`src/hw/rtl/slt_pkg.sv`:
```
package slt_pkg;

  localparam int DEPTH       = 16;
  localparam int VALUE_WIDTH = 32;
  localparam int IDX_W       = $clog2(DEPTH);
  localparam int CNT_W       = $clog2(DEPTH + 1);
  localparam int OP_W        = 2;
  localparam int POS_W       = 5;

  localparam logic [OP_W-1:0] OP_INSERT = 2'd0;
  localparam logic [OP_W-1:0] OP_SEARCH = 2'd1;
  localparam logic [OP_W-1:0] OP_REMOVE = 2'd2;
  localparam logic [OP_W-1:0] OP_CLEAR  = 2'd3;

  typedef logic [VALUE_WIDTH-1:0] value_t;

  // Broadcast from the control side to every cell for one beat.
  typedef struct packed {
    logic             fire;     // beat accepted this cycle
    logic             insert;   // insert with room left
    logic             remove;   // remove operation
    logic             lookup;   // search or remove: compare enabled
    value_t           key;
    logic [CNT_W-1:0] lo;       // compare window start
    logic [CNT_W-1:0] hi;       // compare window end (exclusive, clipped)
    logic [CNT_W-1:0] wr_pos;   // append slot (current count)
  } cell_ctrl_t;

endpackage

```
`src/hw/rtl/slt_if.sv`:
```
interface slt_req_if;
  logic                           valid;
  logic                           ready;
  logic [slt_pkg::OP_W-1:0]       operation;
  logic signed [31:0]             key_value;
  logic [4:0]                     range_start;
  logic [4:0]                     range_end;

  modport source (output valid, operation, key_value, range_start, range_end, input ready);
  modport sink   (input valid, operation, key_value, range_start, range_end, output ready);
endinterface

interface slt_rsp_if;
  logic                           valid;
  logic                           ready;
  logic                           success;
  logic signed [4:0]              found_position;
  logic [4:0]                     entry_count;
  logic                           is_full;
  logic                           is_empty;

  modport source (output valid, success, found_position, entry_count, is_full, is_empty,
                  input ready);
  modport sink   (input valid, success, found_position, entry_count, is_full, is_empty,
                  output ready);
endinterface

```
`src/hw/rtl/slt_cell.sv`:
```
// One table slot: compares against the key, tracks the first-match chain
// and shifts in its upper neighbor's value on a remove at or below it.
module slt_cell (
  input  logic                       clk,
  input  slt_pkg::cell_ctrl_t        ctrl,
  input  logic [slt_pkg::IDX_W-1:0]  index,
  input  logic                       seen_in,
  input  slt_pkg::value_t            next_val,
  output logic                       seen_out,
  output logic                       first,
  output slt_pkg::value_t            val
);

  logic [slt_pkg::CNT_W-1:0] pos;
  logic                      in_win;
  logic                      hit;

  assign pos      = slt_pkg::CNT_W'(index);
  assign in_win   = (pos >= ctrl.lo) && (pos < ctrl.hi);
  assign hit      = ctrl.lookup && in_win && (val == ctrl.key);
  assign first    = hit && !seen_in;
  assign seen_out = seen_in || hit;

  always_ff @(posedge clk) begin
    if (ctrl.fire) begin
      if (ctrl.remove && seen_out) begin
        val <= next_val;
      end else if (ctrl.insert && (pos == ctrl.wr_pos)) begin
        val <= ctrl.key;
      end
    end
  end

endmodule

```
`src/hw/rtl/sequential_list_table_unit.sv`:
```
// Packed list table of slt_pkg::DEPTH signed values held in a row of cells,
// one value per cell, plus an occupancy count. Each request beat carries an
// operation: insert appends key_value at the end (fails when full), search
// returns the first position in [range_start, min(range_end, count)) that
// holds key_value, remove deletes the first match anywhere in the table and
// every later cell takes its upper neighbor's value, clear empties the
// table. Exactly one response beat follows each request, carrying success,
// the match position (-1 when none, and always -1 for insert and clear),
// the count after the operation and the full/empty flags. Every operation
// completes in a single pass: all cells compare in parallel and the first-match
// flag ripples along the row in the same cycle, so a request is taken every
// cycle while the response register is empty or being drained. The response
// is registered: valid rises in the cycle after the request beat is taken.
// No request is taken while rst is high. Cell contents have no reset; only
// positions below the count are ever compared.
module sequential_list_table_unit (
  input  logic       clk,
  input  logic       rst,
  slt_req_if.sink    req,
  slt_rsp_if.source  rsp
);

  localparam int N = slt_pkg::DEPTH;

  // Control and count
  logic [slt_pkg::CNT_W-1:0] count;
  logic [slt_pkg::CNT_W-1:0] count_next;
  logic                      fire;
  logic                      full_now;
  logic [slt_pkg::CNT_W-1:0] end_clip;
  slt_pkg::cell_ctrl_t       ctrl;

  // Cell row
  logic                      seen [N+1];
  logic [N-1:0]              first_vec;
  slt_pkg::value_t           vals [N];

  // Result formation
  logic [slt_pkg::IDX_W-1:0] hit_idx;
  logic                      any_hit;
  logic                      ok;
  logic signed [slt_pkg::POS_W-1:0] pos_res;

  assign req.ready = !rst && (!rsp.valid || rsp.ready);
  assign fire      = req.valid && req.ready;
  assign full_now  = (count == slt_pkg::CNT_W'(N));

  // Search end is clipped to the current count.
  assign end_clip = (slt_pkg::CNT_W'(req.range_end) < count) ?
                    slt_pkg::CNT_W'(req.range_end) : count;

  always_comb begin
    ctrl        = '0;
    ctrl.fire   = fire;
    ctrl.key    = slt_pkg::value_t'(req.key_value);
    ctrl.wr_pos = count;
    ctrl.insert = (req.operation == slt_pkg::OP_INSERT) && !full_now;
    ctrl.remove = (req.operation == slt_pkg::OP_REMOVE);
    case (req.operation)
      slt_pkg::OP_SEARCH: begin
        ctrl.lookup = 1'b1;
        ctrl.lo     = slt_pkg::CNT_W'(req.range_start);
        ctrl.hi     = end_clip;
      end
      slt_pkg::OP_REMOVE: begin
        ctrl.lookup = 1'b1;
        ctrl.lo     = '0;
        ctrl.hi     = count;
      end
      default: begin
        ctrl.lookup = 1'b0;
      end
    endcase
  end

  // Row of cells; the first-match flag runs from position 0 upward and the
  // shift data runs downward. The top cell just keeps its own value.
  assign seen[0] = 1'b0;

  for (genvar i = 0; i < N; i++) begin : g_cell
    slt_pkg::value_t upper;
    if (i == N - 1) begin : g_top
      assign upper = vals[i];
    end else begin : g_mid
      assign upper = vals[i+1];
    end
    slt_cell u_cell (
      .clk      (clk),
      .ctrl     (ctrl),
      .index    (slt_pkg::IDX_W'(i)),
      .seen_in  (seen[i]),
      .next_val (upper),
      .seen_out (seen[i+1]),
      .first    (first_vec[i]),
      .val      (vals[i])
    );
  end

  assign any_hit = seen[N];

  // One-hot to index
  always_comb begin
    hit_idx = '0;
    for (int i = 0; i < N; i++) begin
      if (first_vec[i]) begin
        hit_idx = hit_idx | slt_pkg::IDX_W'(i);
      end
    end
  end

  always_comb begin
    count_next = count;
    ok         = 1'b0;
    case (req.operation)
      slt_pkg::OP_INSERT: begin
        ok = !full_now;
        if (!full_now) begin
          count_next = count + 1'b1;
        end
      end
      slt_pkg::OP_SEARCH: begin
        ok = any_hit;
      end
      slt_pkg::OP_REMOVE: begin
        ok = any_hit;
        if (any_hit) begin
          count_next = count - 1'b1;
        end
      end
      default: begin
        ok         = 1'b1;
        count_next = '0;
      end
    endcase
  end

  // Insert and clear never report a position.
  assign pos_res = (ctrl.lookup && any_hit) ? slt_pkg::POS_W'(hit_idx) : '1;

  always_ff @(posedge clk) begin
    if (rst) begin
      count     <= '0;
      rsp.valid <= 1'b0;
    end else begin
      if (fire) begin
        count     <= count_next;
        rsp.valid <= 1'b1;
      end else if (rsp.ready) begin
        rsp.valid <= 1'b0;
      end
    end
  end

  // Response payload, loaded with each accepted beat
  always_ff @(posedge clk) begin
    if (fire) begin
      rsp.success        <= ok;
      rsp.found_position <= pos_res;
      rsp.entry_count    <= 5'(count_next);
      rsp.is_full        <= (count_next == slt_pkg::CNT_W'(N));
      rsp.is_empty       <= (count_next == '0);
    end
  end

`ifndef ASSERT_OFF
  a_count_bound: assert property (@(posedge clk) disable iff (rst)
    count <= slt_pkg::CNT_W'(N))
    else $error("count exceeds table depth");

  a_first_onehot: assert property (@(posedge clk) disable iff (rst)
    $onehot0(first_vec))
    else $error("more than one first match");

  a_clear_empties: assert property (@(posedge clk) disable iff (rst)
    fire && req.operation == slt_pkg::OP_CLEAR |=> count == '0 && rsp.is_empty)
    else $error("clear did not empty the table");

  a_remove_dec: assert property (@(posedge clk) disable iff (rst)
    fire && req.operation == slt_pkg::OP_REMOVE && any_hit
    |=> count == $past(count) - 1'b1 && rsp.success)
    else $error("remove hit did not decrement count");
`endif

endmodule
```
`src/flat_wrapper.sv`:
```
// flat-port wrapper written by rule: the top's interface ports become plain ports
module sequential_list_table_unit_flat 
  (clk, rst, req_valid, req_operation, req_key_value, req_range_start, req_range_end, req_ready, rsp_valid, rsp_success, rsp_found_position, rsp_entry_count, rsp_is_full, rsp_is_empty, rsp_ready);
  slt_req_if req_i ();
  slt_rsp_if rsp_i ();
  input  logic clk;
  input  logic rst;
  input wire logic [$bits(req_i.valid)-1:0] req_valid;
  input wire logic [$bits(req_i.operation)-1:0] req_operation;
  input wire logic [$bits(req_i.key_value)-1:0] req_key_value;
  input wire logic [$bits(req_i.range_start)-1:0] req_range_start;
  input wire logic [$bits(req_i.range_end)-1:0] req_range_end;
  output wire logic [$bits(req_i.ready)-1:0] req_ready;
  output wire logic [$bits(rsp_i.valid)-1:0] rsp_valid;
  output wire logic [$bits(rsp_i.success)-1:0] rsp_success;
  output wire logic [$bits(rsp_i.found_position)-1:0] rsp_found_position;
  output wire logic [$bits(rsp_i.entry_count)-1:0] rsp_entry_count;
  output wire logic [$bits(rsp_i.is_full)-1:0] rsp_is_full;
  output wire logic [$bits(rsp_i.is_empty)-1:0] rsp_is_empty;
  input wire logic [$bits(rsp_i.ready)-1:0] rsp_ready;
  assign req_i.valid = req_valid;
  assign req_i.operation = req_operation;
  assign req_i.key_value = req_key_value;
  assign req_i.range_start = req_range_start;
  assign req_i.range_end = req_range_end;
  assign req_ready = req_i.ready;
  assign rsp_valid = rsp_i.valid;
  assign rsp_success = rsp_i.success;
  assign rsp_found_position = rsp_i.found_position;
  assign rsp_entry_count = rsp_i.entry_count;
  assign rsp_is_full = rsp_i.is_full;
  assign rsp_is_empty = rsp_i.is_empty;
  assign rsp_i.ready = rsp_ready;
  sequential_list_table_unit u_core (.clk(clk), .rst(rst), .req(req_i), .rsp(rsp_i));
endmodule
```
`config.mk`:
```
export PLATFORM = sky130hd
export DESIGN_NAME = sequential_list_table_unit_flat
export DESIGN_NICKNAME = d
export VERILOG_FILES = /design/src/hw/rtl/slt_pkg.sv /design/src/hw/rtl/slt_if.sv /design/src/hw/rtl/slt_cell.sv /design/src/hw/rtl/sequential_list_table_unit.sv /design/src/flat_wrapper.sv
export SDC_FILE = /design/constraint.sdc
export NUM_CORES = 1
export LEC_CHECK = 0
export BUFFER_PORTS_ARGS = -buffer_cell sky130_fd_sc_hd__buf_2
export CAP_MARGIN = 20
export CORE_MARGIN = 2
export CORE_UTILIZATION = 64
export CTS_CLUSTER_DIAMETER = 150
export DETAILED_ROUTE_END_ITERATION = 7
export PLACE_DENSITY = 0.88
export REMOVE_ABC_BUFFERS = 1
export SETUP_SLACK_MARGIN = 0.3
export SLEW_MARGIN = 20
export SYNTH_ARGS = -nofsm -noshare
export SYNTH_HDL_FRONTEND = slang
export SYNTH_SLANG_ARGS = --single-unit
```
`constraint.sdc`:
```
create_clock -name clk -period 7.8 [get_ports clk]
set_input_delay 2.34 -clock clk [delete_from_list [all_inputs] [get_ports clk]]
set_output_delay 2.34 -clock clk [all_outputs]
set_load 0.02 [all_outputs]
```
==> results of run 1 <==
==> cell usage after synthesis (10+ instances only) <==
| master | n |
|---|---|
| o211ai_1 | 10 |
| mux2_1 | 37 |
| clkbuf_1 | 74 |
| nand3_1 | 32 |
| nand2_1 | 101 |
| nor3_1 | 25 |
| nand4_1 | 96 |
| or4_1 | 13 |
| buf_4 | 14 |
| nand2b_1 | 13 |
| buf_6 | 24 |
| mux2_2 | 438 |
| buf_2 | 77 |
| ha_1 | 14 |
| xor2_1 | 224 |
| nor2_1 | 43 |
| inv_1 | 20 |
| a21oi_1 | 41 |
| nor4_1 | 84 |
| o21ai_0 | 24 |
| edfxtp_1 | 525 |
| xnor2_1 | 288 |
==> worst paths after layout <==
kind	to	slack (ns)	cells past startpoint
setup reg to reg	u_core.g_cell[11].u_cell.val[28]	2.55	12
hold reg to reg	u_core.g_cell[14].u_cell.val[31]	0.59	1
setup / recovery	u_core.g_cell[11].u_cell.val[28]	1.35	13
hold / removal	u_core.g_cell[14].u_cell.val[31]	0.59	1
==> registers in the layout, indices dropped and copies added, names as in the netlist <==
register                   flops
u_core.rsp.found_position      5
u_core.rsp.entry_count         5
u_core.g_cell.u_cell.val     512
u_core.rsp.success             1
u_core.rsp.valid               1
u_core.rsp.is_full             1
u_core.count                   5
u_core.rsp.is_empty            1
==> worst max-delay path, stage by stage <==
cell	delay, ns
buf_2	0.12
inv_1	0.06
ha_1	0.44
o211ai_1	0.26
nand2_1	0.10
or4b_2	0.67
nor4_1	0.66
a41o_1	0.18
a22oi_1	0.13
and4_1	0.28
nand4b_1	0.21
o21ai_4	0.30
a21oi_4	0.90
==> logic make-up after synthesis <==
kind of cell,Yosys count
buf+inv,217
flops,531
fa+ha+maj,14
mux,478
xor+xnor,512
compound gates,148
simple gates,495
==> per-layer routing <==
metal	GRT usage (%)	part of all wire, %
met5	0	0.028
met3	5.955	9.3
met2	61.13	48
met1	48.09	37
met4	18.30	5.2
==> power by group through the flow <==
stage               logic (uW)  registers, uW  clock network, uW
floorplan                  296           3210                  0
CTS                        580           3140               2710
finish                     596           3140               2710
global placement           562           3210                  0
detailed placement         573           3210                  0
global route               622           3140               2820
==> through the flow <==
| step | hold slack (ns) | worst slack (ns) | cells | power [uW] |
|---|---|---|---|---|
| detailed placement | 0.5697 | 0.8208 | 2959 | 3779 |
| CTS | 0.5855 | 1.466 | 3058 | 6434 |
| floorplan | 0.5426 | -0.01404 | 2201 | 3502 |
| global route | 0.6058 | 1.140 | 3063 | 6582 |
| global placement | 0.5540 | 0.9062 | 2958 | 3767 |
| finish | 0.5878 | 1.350 | 3064 | 6449 |
==> layout make-up <==
class,instances,share of cell area [%]
repair buffers,148,3.225
clock buffers,63,4.220
well taps,615,2.274
diodes,1,0.007396
clock inverters,36,1.172
inverters,23,0.2552
flip-flops and latches,531,46.95
multi-input cells,1647,41.89
==> results.ini, run 1 <==
[sta]
finalCriticalPeriod_ns = 6.450
rsz0062_at_grt = false
fmax_mhz = 155.1
skew_ns = 0.04347
finalSetupViolCount = 0
slew_headroom_pct = 29.20
setup-tns-final_ns = 0
worst_slew_pin_slew_ns = 1.047
drv_slew = 0
hold_viol_final = 0
finalCritPeriodShare_pct = 82.69

[floorplan]
die_h_um = 224.1
dieArea_sq_um = 50200
start_util_pct = 64.91
num_rows = 80
core-area_sq_um = 47750
die_w_um = 224.1
ioPinCount = 63

[pwr]
seqPwrFrac_pct = 48.8
p_clk_share_pct = 42.0
switching_share_pct = 23.46
vdd_drop_max_v = 0.0001625
p_comb_share_pct = 9.2
p_sw_uw = 1513
power.density_nw_per_um2 = 190.6
p_leak_uw = 0.01111
internal_power_uw = 4936

[synth]
synth_mux_area_share_pct = 17.35
yosys.area_share.simple_pct = 9.168
synth_compound_area_share_pct = 3.500
synth_top_area_share_pct = 50.87
synth_top_family_by_area = multiplexers
synth_fa_ha_area_share_pct = 0.5652
synth_top_area_cell = edfxtp_1
synth_ff_type = edfxtp_1
synthArstFlopShare_pct = 0
synth_edf_count = 525
synth_area_leaders = edfxtp_1, mux2_2, xnor2_1, xor2_1, nand4_1
yosysSeqAreaShare_pct = 51.25
postSynthCellCount = 2395
synthXorXnorAreaFrac_pct = 14.47
synth_area_per_cell_sq_um = 12.94
ys.warnings.count = 0
syn_area_sq_um = 30990
ys_ff_latch = 531
yosys.cell_types.count = 88

[clocking]
ctsResizeCount = 0
post_cts_buffers = 0
clk_pin_slew_ns = 0.06
cts-root-buf = clkbuf_16
cts_max_level = 2
cts_buffers = 54
clock_path_buffers = 3
clk-insertion-delay-late_ns = 0.64
cts_sinks = 531
postCtsHoldBufs = 0
cts_tree = built

[cells_and_area]
seqCellArea_sq_um = 15890
drive_above_1_share_pct = 29.49
fillerInstances = 3146
fin_nets = 2467
final_area_sq_um = 33830
areaGrowthSynthToFinish_pct = 9.160
layout_commonest_cell = edfxtp_1
multi_input_comb_area_sq_um = 14170
final_cell_mix = edfxtp_1, mux2_2, xnor2_1
fin_util_pct = 70.86

[critical_path]
path_max_fanout = 33
cp.required_ns = 8.05
r2r-start = u_core.count[2]
critPathLaunch = req_operation[0]
cp-end-kind = flip-flop
critPathArrivalTime_ns = 6.70
critPathKind = in2reg
cp-start-kind = input port

[min_path]
worst_hold_startpoint = u_core.g_cell[15].u_cell.val[31]
hp-class = reg2reg

[drt]
drt-total-wl_um = 93280
routedWlPerCell_um = 30.44
antenna_left = 0
routed-via-count = 21010
drc = 0
drt-initial-drc-count = 2778
routed_via_density = 6.856
first_pass_iters = 5

[global_route]
grt_pass1_vias = 20700
overflow = 0
gr-usage-all-layers_pct = 37.13
grt_antenna_before_repair = 3
grt_first_pass_wirelength_um = 136500
grt_max_degree = 36

[outcome]
outcome = finished clean

[place]
numPortBuffers = 62
post_dp_cell_area_sq_um = 31870
dpl.hpwl_um = 67950
gp_congestion = 1.053

[flow_run]
maxCapViolCount = 0

Note: power is estimated with default switching activity, not from simulation.
==> run 2, diff against run 1 <==
--- a/config.mk
+++ b/config.mk
@@ -5,6 +5,7 @@
 export SDC_FILE = /design/constraint.sdc
 export NUM_CORES = 1
 export LEC_CHECK = 0
+export ABC_AREA = 1
 export BUFFER_PORTS_ARGS = -buffer_cell sky130_fd_sc_hd__buf_2
 export CAP_MARGIN = 20
 export CORE_MARGIN = 2
==> constraint.sdc (replaced) <==
create_clock -name clk -period 6.6 [get_ports clk]
set_input_delay 1.98 -clock clk [delete_from_list [all_inputs] [get_ports clk]]
set_output_delay 1.98 -clock clk [all_outputs]
set_load 0.02 [all_outputs]
==> run 2 against run 1 <==
Against the previous run: the flow now finishes with violations (DRC); power is 20% higher; non-clock buffer count is 17 higher; die area is 2.8% lower; global-route usage is 9.5 points higher; final area is 2.4% lower; wire length is 25% higher; hold slack worse by 0.066 ns; synthesized cell count is 30% higher; setup slack worse by 0.42 ns; final cell count is 23% higher; clock-buffer cell count is 3 higher; critical path type unchanged.
==> results.ini, run 2 <==
[drt]
first_pass_iters = 8  ; was 5
drt-total-wl_um = 116200  ; was 93280 um
drt-initial-drc-count = 5510  ; was 2778
antenna_left = 0  ; unchanged
drc = 7  ; was 0
routed-via-count = 26490  ; was 21010
routedWlPerCell_um = 30.74  ; was 30.44 um
routed_via_density = 7.009  ; was 6.856

[clocking]
cts_max_level = 2  ; unchanged
cts-root-buf = clkbuf_16  ; unchanged
ctsResizeCount = 0  ; unchanged
postCtsHoldBufs = 0  ; unchanged
cts_tree = built  ; unchanged
cts_buffers = 56  ; was 54
post_cts_buffers = 0  ; unchanged
cts_sinks = 531  ; unchanged
clock_path_buffers = 3  ; unchanged
clk-insertion-delay-late_ns = 0.65  ; was 0.64 ns
clk_pin_slew_ns = 0.06  ; about the same

[min_path]
min_to = u_core.rsp.valid  ; was u_core.g_cell[14].u_cell.val[31]
worst_hold_startpoint = u_core.rsp.valid  ; was u_core.g_cell[15].u_cell.val[31]
hp-class = reg2reg  ; unchanged
holdPathStages = 2  ; was 1

[synth]
syn_area_sq_um = 30110  ; was 30990 sq um
synth_ff_type = edfxtp_1  ; unchanged
ys_ff_latch = 531  ; unchanged
synth_area_leaders = edfxtp_1, nand2_1, mux2_2, o21ai_0, inv_1  ; was edfxtp_1, mux2_2, xnor2_1, xor2_1, nand4_1
postSynthCellCount = 3114  ; was 2395
synth_edf_count = 525  ; unchanged
synth.most_common_cell = nand2_1  ; was edfxtp_1
yosys.cell_types.count = 50  ; was 88
yosys-top-cells-count = nand2_1, edfxtp_1, inv_1  ; was edfxtp_1, mux2_2, xnor2_1
synth_top_area_cell = edfxtp_1  ; unchanged
yosysSeqAreaShare_pct = 52.76  ; was 51.25%
synth_area_per_cell_sq_um = 9.668  ; was 12.94 sq um
ys.warnings.count = 0  ; unchanged
synthArstFlopShare_pct = 0  ; unchanged
synth_top_area_share_pct = 52.36  ; was 50.87%

[place]
dpl.hpwl_um = 77880  ; was 67950 um
post_dp_cell_area_sq_um = 31230  ; was 31870 sq um
gp_congestion = 1.089  ; was 1.053
numPortBuffers = 62  ; unchanged

[cells_and_area]
areaGrowthSynthToFinish_pct = 9.659  ; was 9.160%
top_register = u_core.g_cell.u_cell.val  ; unchanged
drive_above_1_share_pct = 15.83  ; was 29.49%
final_cell_mix = nand2_1, edfxtp_1, inv_1  ; was edfxtp_1, mux2_2, xnor2_1
fin_util_pct = 71.06  ; was 70.86%
fillerInstances = 3335  ; was 3146
fin_nets = 3190  ; was 2467
layout_commonest_cell = nand2_1  ; was edfxtp_1
final_area_sq_um = 33010  ; was 33830 sq um
largest_reg_flops = 512  ; unchanged

[sta]
drv_slew = 0  ; unchanged
hold-worst-slack_ns = 0.5217  ; was 0.5878 ns
skew_ns = 0.02784  ; was 0.04347 ns
slew_headroom_pct = 17.14  ; was 29.20%
rsz0062_at_grt = false  ; unchanged
worst_slew_pin_slew_ns = 1.242  ; was 1.047 ns
finalCriticalPeriod_ns = 5.665
fmax_mhz = 176.5
finalSetupViolCount = 0  ; unchanged
finalCritPeriodShare_pct = 85.84
hold_viol_final = 0  ; unchanged

[flow_run]
maxCapViolCount = 0  ; unchanged

[critical_path]
r2r-end = u_core.g_cell[14].u_cell.val[22]  ; was u_core.g_cell[11].u_cell.val[28]
cp-end-kind = flip-flop  ; unchanged
cp-start-kind = input port  ; unchanged
r2r-start = u_core.count[2]  ; unchanged
slowest_delay_ns = 0.42  ; was 0.90 ns
cp_common_cell = nand3_1
r2r_cells = 22  ; was 12
critPathKind = in2reg  ; unchanged
critPathArrivalTime_ns = 5.95  ; was 6.70 ns
path_max_fanout = 45  ; was 33
worst_path_max_delay_cell = buf_4  ; was a21oi_4
cp.required_ns = 6.88  ; was 8.05 ns
reg2reg_setup_slack_ns = 1.50  ; was 2.55 ns
crit_chain = buf_2 > inv_1 > ha_1 > nand2_2 > inv_2 > nand2_1 > nand2_1 > o21ai_0 > inv_1 > nor2_1 > nand3_1 > nor2_1 > nand3_1 > nand3_1 > nor2_2 > nand4_4 > nor2_4 > inv_2 > nand2_4 > o22ai_2 > buf_4  ; was buf_2 > inv_1 > ha_1 > o211ai_1 > nand2_1 > or4b_2 > nor4_1 > a41o_1 > a22oi_1 > and4_1 > nand4b_1 > o21ai_4 > a21oi_4

[floorplan]
die_h_um = 220.9  ; was 224.1 um
ioPinCount = 63  ; unchanged
start_util_pct = 64.80  ; was 64.91%
dieArea_sq_um = 48790  ; was 50200 sq um
die_w_um = 220.9  ; was 224.1 um
core-area_sq_um = 46460  ; was 47750 sq um
num_rows = 79  ; was 80

[pwr]
power.density_nw_per_um2 = 234.4  ; was 190.6 nW/um^2
vdd_drop_max_v = 0.0002335  ; was 0.0001625 V
p_leak_uw = 0.01313  ; was 0.01111 uW

[global_route]
grt_first_pass_wirelength_um = 166000  ; was 136500 um
grt_antenna_before_repair = 7  ; was 3
grt_pass1_vias = 25420  ; was 20700
gr-usage-all-layers_pct = 46.68  ; was 37.13%
overflow = 0  ; unchanged
grt_max_degree = 54  ; was 36

[outcome]
violations = DRC
outcome = complete, but fails checks  ; was finished clean

==> run 2: changes by cell type after synthesis, moves of 17 or more <==
cell	delta
o21ai_0	+261
nand3_1	+56
mux2_2	-239
inv_1	+323
o22ai_1	+200
nand4_1	-52
nor4_1	-62
buf_6	-22
xnor2_1	-222
buf_1	+17
nand2_1	+506
xor2_1	-132
nor3_1	+19
nor2_1	+133
==> run 2: cell families after synthesis <==
family | count (synthesis) | share of synthesized area (%)
xor+xnor | 158 | 4.596
buf+inv | 572 | 7.672
flops | 531 | 52.76
simple gates | 1028 | 14.81
compound gates | 590 | 11.31
fa+ha+maj | 14 | 0.5818
mux | 221 | 8.266
==> run 2: power by group <==
| part | total [uW] | switching, uW | internal, uW |
|---|---|---|---|
| combinational | 828 | 587 | 241 |
| sequential | 3730 | 13.9 | 3720 |
| clock | 3180 | 1370 | 1800 |
==> run 2: through the flow <==
stage / TNS (ns) / setup WS (ns) / total power [uW] / cells
2_1_floorplan: -173.76 / -1.196 / 4172 / 2905
3_3_place_gp: 0 / 0.5770 / 4552 / 3677
3_5_place_dp: 0 / 0.5119 / 4570 / 3677
4_1_cts: 0 / 1.152 / 7652 / 3778
5_1_grt: 0 / 0.9109 / 7852 / 3779
6_report: 0 / 0.9349 / 7738 / 3779
==> run 2: per-layer routing <==
layer / share of wire, % / track usage, %
met5: 0.077 / 0
met1: 33 / 59.28
met2: 40 / 66.11
met4: 9.8 / 35.25
met3: 17 / 15.96
==> run 2: critical path, delay by kind of cell <==
kind	cells	cell delay, ns
fa+ha+maj	1	0.35
simple gates	12	2.10
compound gates	2	0.50
buf+inv	6	0.97
==> run 2: worst max path at each step <==
| stage | startpoint | endpoint | slack (ns) | cells after the start |
|---|---|---|---|---|
| final | req_operation[0] | u_core.g_cell[14].u_cell.val[22] | 0.93 | 21 |
| after global routing | req_operation[1] | u_core.g_cell[14].u_cell.val[10] | 0.91 | 19 |
| after CTS | req_operation[0] | u_core.g_cell[14].u_cell.val[22] | 1.15 | 21 |
| after detailed placement | req_operation[0] | u_core.g_cell[14].u_cell.val[15] | 0.51 | 21 |
| after global placement | req_operation[0] | u_core.g_cell[14].u_cell.val[29] | 0.58 | 21 |
| after floorplan | req_operation[0] | u_core.g_cell[6].u_cell.val[0] | -1.20 | 16 |
==> run 2: layout make-up <==
class / count / area [sq um] / share of cell area (%)
antenna: 1 / 2.502 / 0.007580
multi-input combinational: 2011 / 12090 / 36.61
sequential: 531 / 15890 / 48.12
tap: 607 / 759.5 / 2.300
inverter: 363 / 1363 / 4.127
timing repair buffer: 165 / 1134 / 3.434
clock inverter: 35 / 325.3 / 0.9854
clock buffer: 66 / 1460 / 4.423
